==> src/design/pimb_pkg.sv <==
// ----------------------------------------------------------------------------
// pimb_pkg
// Shared types and constants of the priority-inheritance mutex bank: request
// and result records, the per-mutex entry and the operation and status codes.
// ----------------------------------------------------------------------------
`default_nettype none

package pimb_pkg;

  // Bank geometry
  localparam int NUM_MUTEXES   = 16;
  localparam int COUNT_WIDTH   = 8;
  localparam int TASK_ID_WIDTH = 8;

  // Fixed field widths of the channels
  localparam int FUNC_WIDTH   = 2;
  localparam int INDEX_WIDTH  = 4;
  localparam int TASK_WIDTH   = 8;
  localparam int PRIO_WIDTH   = 8;
  localparam int STATUS_WIDTH = 2;

  // Entry addressing
  localparam int SLOT_WIDTH = (NUM_MUTEXES > 1) ? $clog2(NUM_MUTEXES) : 1;
  localparam logic [INDEX_WIDTH:0] MUTEX_LIMIT = (INDEX_WIDTH + 1)'(NUM_MUTEXES);

  // Operation codes
  localparam logic [FUNC_WIDTH-1:0] FUNC_LOCK   = 2'd0;
  localparam logic [FUNC_WIDTH-1:0] FUNC_TRY    = 2'd1;
  localparam logic [FUNC_WIDTH-1:0] FUNC_UNLOCK = 2'd2;

  // Status codes
  localparam logic [STATUS_WIDTH-1:0] ST_OK      = 2'd0;
  localparam logic [STATUS_WIDTH-1:0] ST_BUSY    = 2'd1;
  localparam logic [STATUS_WIDTH-1:0] ST_TIMEOUT = 2'd2;
  localparam logic [STATUS_WIDTH-1:0] ST_INVALID = 2'd3;

  typedef logic [SLOT_WIDTH-1:0] slot_t;

  // One mutex of the bank
  typedef struct packed {
    logic                     held;
    logic [COUNT_WIDTH-1:0]   depth;
    logic [TASK_ID_WIDTH-1:0] owner;
    logic [PRIO_WIDTH-1:0]    saved_prio;
    logic [PRIO_WIDTH-1:0]    owner_prio;
  } entry_t;

  // Write port of the entry bank
  typedef struct packed {
    logic   we;
    slot_t  slot;
    entry_t entry;
  } upd_t;

  // One request
  typedef struct packed {
    logic [FUNC_WIDTH-1:0]  func;
    logic [INDEX_WIDTH-1:0] mutex_index;
    logic [TASK_WIDTH-1:0]  task_id;
    logic [PRIO_WIDTH-1:0]  task_priority;
    logic [PRIO_WIDTH-1:0]  task_base_priority;
  } req_t;

  // One result
  typedef struct packed {
    logic [STATUS_WIDTH-1:0] status;
    logic                    prio_change;
    logic [TASK_WIDTH-1:0]   change_task;
    logic [PRIO_WIDTH-1:0]   change_priority;
  } rsp_t;

endpackage

`default_nettype wire

==> src/design/pimb_if.sv <==
// ----------------------------------------------------------------------------
// pimb_if
// Valid/ready channels of the mutex bank: the request channel and the result
// channel, each with a source and a sink view.
// ----------------------------------------------------------------------------
`default_nettype none

interface pimb_req_if;
  logic                            valid;
  logic                            ready;
  logic [pimb_pkg::FUNC_WIDTH-1:0]  func;
  logic [pimb_pkg::INDEX_WIDTH-1:0] mutex_index;
  logic [pimb_pkg::TASK_WIDTH-1:0]  task_id;
  logic [pimb_pkg::PRIO_WIDTH-1:0]  task_priority;
  logic [pimb_pkg::PRIO_WIDTH-1:0]  task_base_priority;

  modport source (
    output valid, func, mutex_index, task_id, task_priority, task_base_priority,
    input  ready
  );
  modport sink (
    input  valid, func, mutex_index, task_id, task_priority, task_base_priority,
    output ready
  );
endinterface

interface pimb_rsp_if;
  logic                             valid;
  logic                             ready;
  logic [pimb_pkg::STATUS_WIDTH-1:0] status;
  logic                             prio_change;
  logic [pimb_pkg::TASK_WIDTH-1:0]   change_task;
  logic [pimb_pkg::PRIO_WIDTH-1:0]   change_priority;

  modport source (
    output valid, status, prio_change, change_task, change_priority,
    input  ready
  );
  modport sink (
    input  valid, status, prio_change, change_task, change_priority,
    output ready
  );
endinterface

`default_nettype wire

==> src/design/pimb_entry_bank.sv <==
// ----------------------------------------------------------------------------
// pimb_entry_bank
// Register file of the mutex entries: one combinational read at the slot of
// the request in flight, one write of its updated entry.
// ----------------------------------------------------------------------------
`default_nettype none

module pimb_entry_bank (
  input  wire logic             clk,
  input  wire logic             rst_n,
  input  wire pimb_pkg::slot_t  rd_slot,
  output pimb_pkg::entry_t      rd_entry,
  input  wire pimb_pkg::upd_t   upd
);
  import pimb_pkg::*;

  entry_t entry_r [NUM_MUTEXES];

  // Read the addressed mutex
  assign rd_entry = entry_r[rd_slot];

  // Clear on reset, write back the updated entry
  always_ff @(posedge clk) begin
    if (!rst_n) begin
      for (int i = 0; i < NUM_MUTEXES; i++) begin
        entry_r[i] <= '0;
      end
    end else if (upd.we) begin
      entry_r[upd.slot] <= upd.entry;
    end
  end

endmodule

`default_nettype wire

==> src/design/pimb_decide.sv <==
// ----------------------------------------------------------------------------
// pimb_decide
// Lock, try-lock and unlock decision for one request against its mutex
// entry: produces the result and the updated entry.
// ----------------------------------------------------------------------------
`default_nettype none

module pimb_decide (
  input  wire pimb_pkg::req_t   req,
  input  wire pimb_pkg::entry_t cur,
  output pimb_pkg::entry_t      nxt,
  output logic                  we,
  output pimb_pkg::rsp_t        rsp
);
  import pimb_pkg::*;

  logic                     in_range;
  logic [TASK_ID_WIDTH-1:0] tid;
  logic                     is_owner;
  logic                     depth_full;
  logic [PRIO_WIDTH-1:0]    target;

  assign in_range   = {1'b0, req.mutex_index} < MUTEX_LIMIT;
  assign tid        = req.task_id[TASK_ID_WIDTH-1:0];
  assign is_owner   = cur.owner == tid;
  assign depth_full = &cur.depth;
  assign target     = (req.task_base_priority != '0) ? req.task_base_priority
                                                     : cur.saved_prio;

  always_comb begin
    nxt = cur;
    we  = 1'b0;
    rsp = '{status: ST_INVALID, prio_change: 1'b0, change_task: '0,
            change_priority: '0};
    if (in_range) begin
      case (req.func)
        FUNC_LOCK, FUNC_TRY: begin
          if (!cur.held) begin
            // Take a free mutex
            nxt.held       = 1'b1;
            nxt.depth      = COUNT_WIDTH'(1);
            nxt.owner      = tid;
            nxt.saved_prio = req.task_priority;
            nxt.owner_prio = req.task_priority;
            we             = 1'b1;
            rsp.status     = ST_OK;
          end else if (is_owner) begin
            // Nest, saturating at the top of the count
            if (!depth_full) begin
              nxt.depth  = cur.depth + COUNT_WIDTH'(1);
              we         = 1'b1;
              rsp.status = ST_OK;
            end
          end else if (req.func == FUNC_TRY) begin
            rsp.status = ST_TIMEOUT;
          end else begin
            // Contended wait: lend the owner a higher priority
            rsp.status = ST_BUSY;
            if (req.task_priority > cur.owner_prio) begin
              nxt.owner_prio      = req.task_priority;
              we                  = 1'b1;
              rsp.prio_change     = 1'b1;
              rsp.change_task     = TASK_WIDTH'(cur.owner);
              rsp.change_priority = req.task_priority;
            end
          end
        end
        FUNC_UNLOCK: begin
          if (cur.held && is_owner) begin
            rsp.status = ST_OK;
            we         = 1'b1;
            if (cur.depth > COUNT_WIDTH'(1)) begin
              nxt.depth = cur.depth - COUNT_WIDTH'(1);
            end else begin
              // Final release: free the mutex, restore the owner priority
              nxt.held       = 1'b0;
              nxt.depth      = '0;
              nxt.owner      = '0;
              nxt.owner_prio = '0;
              if (target != req.task_priority) begin
                rsp.prio_change     = 1'b1;
                rsp.change_task     = TASK_WIDTH'(cur.owner);
                rsp.change_priority = target;
              end
            end
          end
        end
        default: begin
        end
      endcase
    end
  end

endmodule

`default_nettype wire

==> src/design/priority_inheritance_mutex_bank_top.sv <==
// ----------------------------------------------------------------------------
// priority_inheritance_mutex_bank_top
// Bank of recursive mutexes with priority inheritance behind valid/ready
// request and result channels.
// ----------------------------------------------------------------------------
// Takes one request per clock while results are not stalled, and returns
// one result per request, in order. A request is held in an input register;
// there it reads its mutex entry, and when it moves on it is decided and
// written back in the same cycle, and its result lands in the output
// register, from which it can be taken when the result channel is not
// stalled. The rate of one request per cycle while results are not stalled
// is set by the single read-modify-write of the entry
// registers; a later request always sees the entry left by an earlier one.
// The result register holds a stalled result while the input register still
// takes a new request if it is empty. All mutexes are free after reset.
`default_nettype none

module priority_inheritance_mutex_bank_top (
  input  wire logic   clk,
  input  wire logic   rst_n,
  pimb_req_if.sink    in_req,
  pimb_rsp_if.source  out_rsp
);
  import pimb_pkg::*;

  logic   s1_valid_r;
  req_t   s1_req_r;
  logic   out_valid_r;
  rsp_t   out_rsp_r;
  logic   advance;
  entry_t cur_entry;
  entry_t nxt_entry;
  logic   entry_we;
  rsp_t   dec_rsp;
  upd_t   upd;

  // Move a request on when the result register is free or being emptied
  assign advance      = s1_valid_r && (!out_valid_r || out_rsp.ready);
  assign in_req.ready = !s1_valid_r || advance;

  // Input register
  always_ff @(posedge clk) begin
    if (!rst_n) begin
      s1_valid_r <= 1'b0;
    end else if (in_req.ready) begin
      s1_valid_r <= in_req.valid;
    end
  end

  always_ff @(posedge clk) begin
    if (in_req.valid && in_req.ready) begin
      s1_req_r <= '{func: in_req.func, mutex_index: in_req.mutex_index,
                    task_id: in_req.task_id, task_priority: in_req.task_priority,
                    task_base_priority: in_req.task_base_priority};
    end
  end

  // Entry registers and decision
  pimb_entry_bank u_bank (
    .clk      (clk),
    .rst_n    (rst_n),
    .rd_slot  (s1_req_r.mutex_index[SLOT_WIDTH-1:0]),
    .rd_entry (cur_entry),
    .upd      (upd)
  );

  pimb_decide u_decide (
    .req (s1_req_r),
    .cur (cur_entry),
    .nxt (nxt_entry),
    .we  (entry_we),
    .rsp (dec_rsp)
  );

  assign upd = '{we: advance && entry_we,
                 slot: s1_req_r.mutex_index[SLOT_WIDTH-1:0],
                 entry: nxt_entry};

  // Result register
  always_ff @(posedge clk) begin
    if (!rst_n) begin
      out_valid_r <= 1'b0;
    end else if (!out_valid_r || out_rsp.ready) begin
      out_valid_r <= s1_valid_r;
    end
  end

  always_ff @(posedge clk) begin
    if (advance) begin
      out_rsp_r <= dec_rsp;
    end
  end

  assign out_rsp.valid           = out_valid_r;
  assign out_rsp.status          = out_rsp_r.status;
  assign out_rsp.prio_change     = out_rsp_r.prio_change;
  assign out_rsp.change_task     = out_rsp_r.change_task;
  assign out_rsp.change_priority = out_rsp_r.change_priority;

endmodule

`default_nettype wire

==> src/flat_wrapper.sv <==
// flat-port wrapper written by rule: the top's interface ports become plain ports
module priority_inheritance_mutex_bank_top_flat import pimb_pkg::*;
  (clk, rst_n, in_req_valid, in_req_func, in_req_mutex_index, in_req_task_id, in_req_task_priority, in_req_task_base_priority, in_req_ready, out_rsp_valid, out_rsp_status, out_rsp_prio_change, out_rsp_change_task, out_rsp_change_priority, out_rsp_ready);
  pimb_req_if in_req_i ();
  pimb_rsp_if out_rsp_i ();
  input  wire logic clk;
  input  wire logic rst_n;
  input wire logic [$bits(in_req_i.valid)-1:0] in_req_valid;
  input wire logic [$bits(in_req_i.func)-1:0] in_req_func;
  input wire logic [$bits(in_req_i.mutex_index)-1:0] in_req_mutex_index;
  input wire logic [$bits(in_req_i.task_id)-1:0] in_req_task_id;
  input wire logic [$bits(in_req_i.task_priority)-1:0] in_req_task_priority;
  input wire logic [$bits(in_req_i.task_base_priority)-1:0] in_req_task_base_priority;
  output wire logic [$bits(in_req_i.ready)-1:0] in_req_ready;
  output wire logic [$bits(out_rsp_i.valid)-1:0] out_rsp_valid;
  output wire logic [$bits(out_rsp_i.status)-1:0] out_rsp_status;
  output wire logic [$bits(out_rsp_i.prio_change)-1:0] out_rsp_prio_change;
  output wire logic [$bits(out_rsp_i.change_task)-1:0] out_rsp_change_task;
  output wire logic [$bits(out_rsp_i.change_priority)-1:0] out_rsp_change_priority;
  input wire logic [$bits(out_rsp_i.ready)-1:0] out_rsp_ready;
  assign in_req_i.valid = in_req_valid;
  assign in_req_i.func = in_req_func;
  assign in_req_i.mutex_index = in_req_mutex_index;
  assign in_req_i.task_id = in_req_task_id;
  assign in_req_i.task_priority = in_req_task_priority;
  assign in_req_i.task_base_priority = in_req_task_base_priority;
  assign in_req_ready = in_req_i.ready;
  assign out_rsp_valid = out_rsp_i.valid;
  assign out_rsp_status = out_rsp_i.status;
  assign out_rsp_prio_change = out_rsp_i.prio_change;
  assign out_rsp_change_task = out_rsp_i.change_task;
  assign out_rsp_change_priority = out_rsp_i.change_priority;
  assign out_rsp_i.ready = out_rsp_ready;
  priority_inheritance_mutex_bank_top u_core (.clk(clk), .rst_n(rst_n), .in_req(in_req_i), .out_rsp(out_rsp_i));
endmodule
==> config.mk <==
export PLATFORM = sky130hd
export DESIGN_NAME = priority_inheritance_mutex_bank_top_flat
export DESIGN_NICKNAME = d
export VERILOG_FILES = /design/src/design/pimb_pkg.sv /design/src/design/pimb_if.sv /design/src/design/pimb_entry_bank.sv /design/src/design/pimb_decide.sv /design/src/design/priority_inheritance_mutex_bank_top.sv /design/src/flat_wrapper.sv
export SDC_FILE = /design/constraint.sdc
export NUM_CORES = 1
export LEC_CHECK = 0
export BUFFER_PORTS_ARGS = -buffer_cell sky130_fd_sc_hd__buf_2
export CAP_MARGIN = 40
export CORE_ASPECT_RATIO = 1.75
export CORE_MARGIN = 8
export CORE_UTILIZATION = 30
export CTS_CLUSTER_DIAMETER = 30
export DETAILED_ROUTE_END_ITERATION = 12
export PLACE_DENSITY = 0.5
export SYNTH_ARGS = -nofsm -noshare
export SYNTH_HDL_FRONTEND = slang
export SYNTH_HIERARCHICAL = 1
export SYNTH_SLANG_ARGS = --single-unit
==> constraint.sdc <==
create_clock -name clk -period 15.82 [get_ports clk]
set_input_delay 1.582 -clock clk [delete_from_list [all_inputs] [get_ports clk]]
set_output_delay 1.582 -clock clk [all_outputs]
set_load 0.02 [all_outputs]
# --- Yosys cells after proc, flatten, opt, wreduce, memory -nomap -nowiden ---
# Memories as Yosys holds them, arrays and structs flattened. A register that Yosys moved wholly into a read port is not among the register bits.
# Index checks and enable logic that the tools add are counted.
totals:
  memories: 1
  ff_bits: 51
  out_inout_bits: 21
  mem_bits_rw: 528
mem_list:
  columns: ["name", "words", "word_bits", "read_ports", "rd_ports_with_merged_regs", "wr", "line_no", "text"]
  rows:
  - ["u_core.u_bank.entry_r", 16, 33, 1, 1, 16, "pimb_entry_bank.sv:17", "entry_t entry_r [NUM_MUTEXES];"]
op_classes:
  magnitude_cmp: 2
  n_mux: 45
  n_reduce_logical: 13
  n_addsub: 2
  n_eq_ne: 4
ops:
  columns: ["cell", "count"]
  rows:
  - ["$mux 17", 7]
  - ["$mux 8", 13]
  - ["$pmux 19 s2", 1]
  - ["$pmux 17 s2", 1]
  - ["$mux 33", 1]
  - ["$reduce_or 33->1", 1]
  - ["$mux 19", 1]
  - ["$mux 16", 1]
  - ["$pmux 8 s2", 1]
  - ["$mux 1", 12]
  - ["$add 8x1->8 const B", 1]
  - ["$eq 8x8->1", 1]
  - ["$gt 8x1->1 const B", 1]
  - ["$gt 8x8->1", 1]
  - ["$mux 2", 4]
  - ["$mux 4", 2]
  - ["$ne 8x8->1", 1]
  - ["$reduce_and 8->1", 1]
  - ["$reduce_bool 8->1", 1]
  - ["$sub 8x1->8 const B", 1]
  - ["$logic_and 1x1->1", 4]
  - ["$eq 2x1->1 const B", 1]
  - ["$eq 2x2->1 const B", 1]
  - ["$logic_not 1->1", 2]
  - ["4 further kinds", 5]

# --- Longest topological paths before layout ---
# Gate-level depths: netlist of run 1.
depth:
  depth_word: 12
  ltp_mapped: 19
  ltp_nobuf: 15

# --- Modules after synthesis ---
# Netlist of run 1, hierarchy kept.
by_module_without_submodules:
  columns: ["module", "area_each_um2", "cells_each", "instances"]
  rows:
  - ["pimb_entry_bank", 23646.4, 1458, 1]
  - ["pimb_decide", 1625.3, 260, 1]
  - ["priority_inheritance_mutex_bank_top", 1585.3, 60, 1]

# --- Worst setup path before layout of run 1 ---
# OpenSTA, ideal clock, no wires.
synth_path:
  path_kind: "flip-flop to flip-flop"
  startpoint: "register u_core/s1_req_r[24] in the netlist's numbering"
  endpoint: "memory u_core/u_bank/entry_r[7][0] in the netlist's numbering, enable pin"
  n_path_buf: 3
  slack_ns: 9.357
  path_stages_with_launch: 16
  arrival_ns: 5.994
  synth_period_minus_slack_ns: 6.463
  setup_ns: 0.469
  path_cell_list: "edfxtp_1 > buf_2 > buf_2 > mux4_2 > a22oi_1 > nand2_1 > xor2_1 > nor4_1 > and2_1 > buf_4 > a21oi_1 > and2_1 > o21ai_0 > and3_1 > nand4b_2 > o21ai_0"
synth_lines:
  columns: ["element", "line_no", "text"]
  rows:
  - ["start, declared", "priority_inheritance_mutex_bank_top.sv:27", "req_t s1_req_r;"]
  - ["start signal, assigned", "priority_inheritance_mutex_bank_top.sv:52", "s1_req_r <= '{func: in_req.func, mutex_index: in_req.mutex_index,"]
  - ["end, declared", "pimb_entry_bank.sv:17", null]

==> results by group, run 1 <==
Synthesis
  • Post-synth EDFFs: 577
  • Synth Net Count: 1,823
  • Synth cell types: 63
  • Top_reg_cell synth: edfxtp_1
  • Synth Area per Inst: 15.11 sq um
  • Yosys reg bits: 579
  • Ys Warns: 6
  • Sequential area share after synthesis: 0.6466
  • Synth async-reset ratio: 0
  • Mapped Cells: 1,778
  • Synthesized area: 26,860 sq um

Critical path
  • CP Capture Type: flop
  • Worst Path Max Fanout: 108
  • Worst r2r path cells: 16
  • Arrival time at the worst endpoint: 7330 ps
  • Setup crit start kind: flop
  • Worst Path Required: 16,120 ps
  • WS Path Type: flop to flop

Pwr
  • VDD IR max: 0.07050 mV
  • Pwr dens: 127.7 nW/um^2
  • Leakage power: 11.42 nW

GRT
  • Vias in the first global route: 16,938
  • First-pass GRT wire length: 118.6 mm
  • GRT Total Usage: 0.1629
  • Initial antenna violation count: 5
  • Largest net degree at the start of global routing: 109
  • Grt total ovfl: 0

Routing
  • Post-route DRC: 0
  • Via density per instance: 4.990
  • Initial DRC count: 1,245
  • Final WL: 81.49 mm
  • Wire per inst: 26.31 microns
  • Drt pass-1 iters: 5
  • Vias: 15,453
  • Routed Antenna Nets: 0

Final layout
  • Final Util: 0.3564
  • Design area: 31,750 sq um
  • Non-Filler Instances: 3,097
  • Commonest non-fill, non-tap cells in the layout: 577 x edfxtp_1, 533 x and2_1, 132 x mux4_2
  • Layout cells sized above 1: 0.2397
  • Final nets: 1,893
  • Area grow syn2layout: 18.22%
  • Commonest non-fill, non-tap cell in the layout: edfxtp_1

Clocking
  • Post-CTS Resized: 0
  • Clock tree from TritonCTS: built
  • CTS max path bufs: 3
  • # Post-CTS Setup Buffers: 0
  • CTS sink cnt: 579
  • Root buf cell: clkbuf_16
  • Clock transition at the registers of the reported paths: 60 ps
  • Cts bufs inserted: 84
  • Clock Latency Late Sink: 660 ps
  • CTS Hold Buffers Added: 0
  • Htree depth: 3

Timing
  • Setup_tns: 0 ps
  • Final setup fails: 0
  • Slew headroom: 0.3005
  • Fin crit period: 7032 ps
  • Fmax: 142.2 MHz
  • RSZ-0062 raised after global routing: no
  • Final hold vios: 0
  • Slew @ Worst Pin: 1049 ps
  • Final period util: 0.4445
  • Max-slew violation count: 0
  • Worst Skew: 22.02 ps
  • Worst hold slack: 542.2 ps

Place
  • Placed insts: 2,938
  • Buffers added on ports: 54
  • RePlAce Congestion: 0.8320
  • Placed wire-length estimate: 51.83 mm
  • Dpl cell area: 28,790 sq um

Die
  • Core Box Area: 89,080 sq um
  • Die H: 411.8 microns
  • DIE AREA: 99,730 sq um
  • # rows: 145
  • DIE WIDTH: 242.2 microns
  • Starting Density: 0.3015
  • Ports: 55

Min path
  • Hold Crit Class: flop to flop
  • Worst hold path depth: 2

Status
  • Status: finished clean

Flow run
  • Number of max-cap violations: 0
==> where the power goes <==
group          internal, mW  switching (mW)  total, mW
Sequential             1.74          0.0232       1.76
Combinational         0.109           0.228      0.337
Clock                  1.16           0.789       1.95
Total                  3.01            1.04       4.05
==> state kept, by name, indices dropped and copies added, names as in the netlist <==
register	count
u_core/u_bank/entry_r	528
u_core/s1_req_r	30
u_core/out_rsp.change_priority	8
u_core/out_rsp.change_task	8
u_core/out_rsp.status	2
u_core/out_rsp.prio_change	1
u_core/out_rsp.valid	1
u_core/s1_valid_r	1
==> metrics by stage <==
stage / power [mW] / setup slack, ps
3_3_place_gp: 2.124 / 8718
6_report: 4.054 / 8788
2_1_floorplan: 1.983 / 9357
3_5_place_dp: 2.138 / 8772
5_1_grt: 4.173 / 8306
4_1_cts: 4.099 / 8744
==> routing by layer <==
metal / vias to the layer above / routed length [microns] / part of all wire / track usage
li1: 6784 / - / - / -
met1: 8048 / 29340 / 0.36 / 0.1704
met2: 481 / 45510 / 0.56 / 0.3169
met3: 140 / 3301 / 0.041 / 0.02497
met4: 0 / 3347 / 0.041 / 0.07147
met5: - / 0 / 0 / 0
==> final cells by class <==
type	count	area [sq um]
diodes	2	5.005
clock buffers	89	2121
clock inverters	68	832.0
fillers	8480	57330
inverters	21	78.83
multi-input cells	1037	8950
flip-flops and latches	579	17370
well taps	1176	1471
repair buffers	125	924.6
==> Yosys cell counts (3+ instances only) <==
master,instances,area share
nand4_1,8,0.0019
a31oi_1,3,0.00070
o22ai_1,10,0.0023
a22oi_1,66,0.018
buf_2,45,0.0084
nor3_2,3,0.0011
nand2_1,69,0.0096
o21ai_0,37,0.0069
edfxtp_1,577,0.65
xor2_1,8,0.0026
nor4b_1,8,0.0026
nor2b_1,5,0.0012
nand3_1,7,0.0013
and3_1,3,0.00070
mux4_2,132,0.11
mux2i_1,3,0.0011
o211ai_1,3,0.00084
inv_1,21,0.0029
nor4_1,5,0.0012
nor3_1,4,0.00075
xnor2_1,9,0.0029
clkbuf_1,71,0.0099
buf_6,11,0.0046
a21boi_0,7,0.0020
a22o_1,8,0.0026
clkbuf_2,12,0.0022
nor2_1,28,0.0039
and2_1,534,0.12
nand2b_1,10,0.0023
ha_1,11,0.0051
a21oi_1,19,0.0035
==> path summary, 6_finish.rpt <==
| kind | startpoint | end | slack, ps |
|---|---|---|---|
| min reg2reg | u_core/out_rsp.valid | u_core/s1_valid_r | 540 |
| min | u_core/out_rsp.valid | u_core/s1_valid_r | 540 |
| max reg2reg | u_core/s1_req_r[24] | u_core/u_bank/entry_r[15][29] | 8790 |
| max | u_core/s1_req_r[24] | u_core/u_bank/entry_r[15][29] | 8790 |
==> critical path, stage by stage (launching register included) <==
cell	delay [ps]
edfxtp_1	370
buf_12	690
buf_4	690
mux4_2	600
a22oi_1	230
nand2_1	220
xor2_1	240
nor4_2	280
buf_4	240
and2_1	390
a21oi_1	180
and2_1	200
o21ai_0	220
and3_1	350
nand4_2	390
o21ai_4	780
buf_4	470
==> kinds of logic after synthesis <==
logic type,after synthesis,share of synthesized area
flops,579,0.6466
xor+xnor,17,0.005544
mux,135,0.1118
fa+ha+maj,11,0.005125
buf+inv,162,0.02851
compound gates,173,0.04389
simple gates,701,0.1585
No activity file was read; power rests on OpenSTA's default activity.
==> run 2, diff against run 1 <==
--- a/config.mk
+++ b/config.mk
@@ -5,6 +5,7 @@
 export SDC_FILE = /design/constraint.sdc
 export NUM_CORES = 1
 export LEC_CHECK = 0
+export ABC_AREA = 1
 export BUFFER_PORTS_ARGS = -buffer_cell sky130_fd_sc_hd__buf_2
 export CAP_MARGIN = 40
 export CORE_ASPECT_RATIO = 1.75
@@ -12,7 +13,7 @@
 export CORE_UTILIZATION = 30
 export CTS_CLUSTER_DIAMETER = 30
 export DETAILED_ROUTE_END_ITERATION = 12
-export PLACE_DENSITY = 0.5
+export PLACE_DENSITY = 0.52
 export SYNTH_ARGS = -nofsm -noshare
 export SYNTH_HDL_FRONTEND = slang
 export SYNTH_HIERARCHICAL = 1
==> constraint.sdc (replaced) <==
create_clock -name clk -period 6.24 [get_ports clk]
set_input_delay 0.624 -clock clk [delete_from_list [all_inputs] [get_ports clk]]
set_output_delay 0.624 -clock clk [all_outputs]
set_load 0.02 [all_outputs]
==> results by group, run 2 <==
Place
  • Placed wire-length estimate: 55.13 mm (+6.4%)
  • Buffers added on ports: 54 (unchanged)
  • RePlAce Congestion: 0.8099 (-2.7%)

Final layout
  • Layout cells sized above 1: 0.1023 (-0.1374)
  • # diodes: 0 (-2)
  • Biggest register: u_core/u_bank/entry_r
  • Final nets: 3,320 (+75%)
  • Max reg flops: 528 (unchanged)
  • Area grow syn2layout: 15.11%
  • Top Registers: u_core/u_bank/entry_r (528), u_core/s1_req_r (30)
  • Final Util: 0.3483 (-0.008111)
  • Commonest non-fill, non-tap cells in the layout: 817 x nand2_1, 577 x edfxtp_1, 555 x nor2_1
  • Commonest non-fill, non-tap cell in the layout: nand2_1

Synthesis
  • Synth cell types: 35 (-44%)
  • Synthesized area: 28,910 sq um (+7.6%)
  • Post-synth EDFFs: 577 (unchanged)
  • Synth Area per Inst: 8.878 sq um (-41%)
  • Top cells by area, synth: edfxtp_1 60%, nand2_1 11%, nand3_1 7.6%
  • Synth cell count leaders: 833 x nand2_1, 577 x edfxtp_1, 556 x nor2_1
  • Synth async-reset ratio: 0 (unchanged)
  • Top_reg_cell synth: edfxtp_1
  • Mapped Cells: 3,256 (+83%)
  • Sequential area share after synthesis: 0.6008 (-0.04585)
  • Count leader, synth: nand2_1
  • Yosys top cell by area: edfxtp_1
  • Yosys reg bits: 579 (unchanged)
  • Synth Net Count: 3,301 (+81%)
  • Ys Warns: 6 (unchanged)
  • Share of the synthesized area in the top cell type: 0.5994 (-0.04574)

Die
  • Die H: 426.6 microns (+3.6%)
  • # rows: 150 (+3.4%)
  • Starting Density: 0.3026 (+0.001097)
  • DIE WIDTH: 250.7 microns (+3.5%)
  • DIE AREA: 106,900 sq um (+7.2%)
  • Core Box Area: 95,530 sq um (+7.2%)
  • Ports: 55 (unchanged)

Timing
  • Fmax: 198.8 MHz (+40%)
  • Setup_tns: 0 ps (unchanged)
  • Max-slew violation count: 0 (unchanged)
  • Slew headroom: 0.4461 (+0.1456)
  • Fin crit period: 5031 ps (-2002 ps)
  • Worst Skew: 26.52 ps (+4.502 ps)
  • RSZ-0062 raised after global routing: no
  • Slew @ Worst Pin: 830.9 ps (-218.4 ps)
  • Final period util: 0.8062 (+0.3617)
  • Final setup fails: 0 (unchanged)
  • Final hold vios: 0 (unchanged)

Min path
  • Hold Crit Class: primary input to flop

Critical path
  • Buf+Inv Stages, Crit Path: 5 (+1)
  • Max stage delay on crit path: 570 ps (-210 ps)
  • Arrival time at the worst endpoint: 5320 ps (-2010 ps)
  • CP delay by family, top: simple AND/OR/NAND/NOR gates
  • Slowest cell on crit path: edfxtp_1
  • Setup crit start kind: flop
  • Most common cell type on the critical path: nand2_1
  • CP Capture Type: flop
  • WS Path Type: flop to flop
  • Worst Path Required: 6530 ps (-9590 ps)
  • Worst Path Max Fanout: 66 (-39%)

Clocking
  • Post-CTS Resized: 0 (unchanged)
  • # Post-CTS Setup Buffers: 0 (unchanged)
  • Clock Latency Late Sink: 650 ps (about the same)
  • Htree depth: 3 (unchanged)
  • CTS sink cnt: 579 (unchanged)
  • CTS max path bufs: 3 (unchanged)
  • Root buf cell: clkbuf_16
  • Clock tree from TritonCTS: built
  • CTS Hold Buffers Added: 0 (unchanged)
  • Clock transition at the registers of the reported paths: 50 ps (about the same)
  • Cts bufs inserted: 84 (unchanged)

Routing
  • Initial DRC count: 1,516 (+22%)
  • Final WL: 90.81 mm (+11%)
  • Vias: 21,701 (+40%)
  • Wire per inst: 19.92 microns (-24%)
  • Drt pass-1 iters: 5 (unchanged)
  • Via density per instance: 4.761 (-4.6%)
  • Routed Antenna Nets: 0 (unchanged)
  • Post-route DRC: 0 (unchanged)

GRT
  • Met1 usage: 0.1859 (+0.01551)
  • Global-route layer with the greatest usage: met2
  • Vias in the first global route: 21,599 (+28%)
  • GRT Total Usage: 0.1681 (+0.005246)
  • Met3 global-route usage: 0.02240 (-0.002577)
  • Met2 Use GR: 0.3170 (about the same)
  • Largest net degree at the start of global routing: 137 (+26%)
  • Grt total ovfl: 0 (unchanged)
  • First-pass GRT wire length: 135.4 mm (+14%)
  • Initial antenna violation count: 1 (-4)

Pwr
  • Pwr dens: 310.9 nW/um^2 (+140%)
  • VDD IR max: 0.1826 mV (+160%)
  • Leakage power: 14.33 nW (+26%)
  • Final Total Pwr: 10.34 mW (+160%)

Flow run
  • Number of max-cap violations: 0 (unchanged)

Status
  • Status: finished clean
[run 2: cell count changes in the layout (fill, tap and decap cells not counted), sizes merged, moves of 10 or more]
cell    before  now
mux4       132    0
nand3        7  438
clkinv      18   29
and2       535    0
nand2       69  865
a22oi       66    0
nand2b      10    0
a21boi      10    0
nor2        30  562
inv         48  516
[run 2: area by class of cell]
cell class | count | area (sq um)
Clock buffer | 95 | 2207
Clock inverter | 58 | 668.1
Fill cell | 9708 | 62260
Inverter | 508 | 1918
Multi-Input combinational cell | 1972 | 8506
Sequential cell | 579 | 17370
Tap cell | 1216 | 1521
Timing Repair Buffer | 130 | 1086
[run 2: final timing paths]
| check | cells past startpoint | slack, ps | to | startpoint |
|---|---|---|---|---|
| worst max register to register | 25 | 1210 | u_core/u_bank/entry_r[0][6] | u_core/s1_req_r[24] |
| worst max-delay path | 25 | 1210 | u_core/u_bank/entry_r[0][6] | u_core/s1_req_r[24] |
| worst min-delay path | 1 | 150 | u_core/s1_req_r[16] | in_req_task_id[0] |
| worst min register to register | 2 | 490 | u_core/out_rsp.valid | u_core/s1_valid_r |
[run 2: cell families (layout without fill, tap and decap cells)]
family / count (synthesis) / count (layout) / synth area share
adder cells (fa/ha/maj): 11 / 11 / 0.004761
flip-flops: 579 / 579 / 0.6008
AO/OA/AOI/OAI: 73 / 73 / 0.01493
buffers and inverters: 705 / 791 / 0.1064
XOR/XNOR: 10 / 10 / 0.003030
AND/OR/NAND/NOR: 1878 / 1878 / 0.2701
[run 2: metrics by stage]
step | cells | instance area [sq um] | hold WS (ps) | setup slack [ps]
5_1_grt | 4558 | 33270 | 124.8 | 840.0
4_1_cts | 4558 | 33270 | 103.6 | 1163
3_5_place_dp | 4405 | 30400 | 487.2 | 1182
2_1_floorplan | 3256 | 28910 | 453.6 | 1773
6_report | 4558 | 33270 | 150.0 | 1210
3_3_place_gp | 4403 | 30350 | 476.9 | 1180
[run 2: routing by layer]
| metal | share of wire | vias to the layer above | wire (microns) |
|---|---|---|---|
| met5 | 0.00014 | - | 13 |
| met4 | 0.042 | 2 | 3833 |
| met3 | 0.049 | 195 | 4458 |
| met2 | 0.53 | 623 | 47970 |
| met1 | 0.38 | 10548 | 34540 |
| li1 | - | 10333 | - |
[run 2: power by group]
group	internal (mW)	switching (mW)
logic	0.233	0.784
registers	4.42	0.0494
clock network	3.02	1.84
total	7.67	2.67
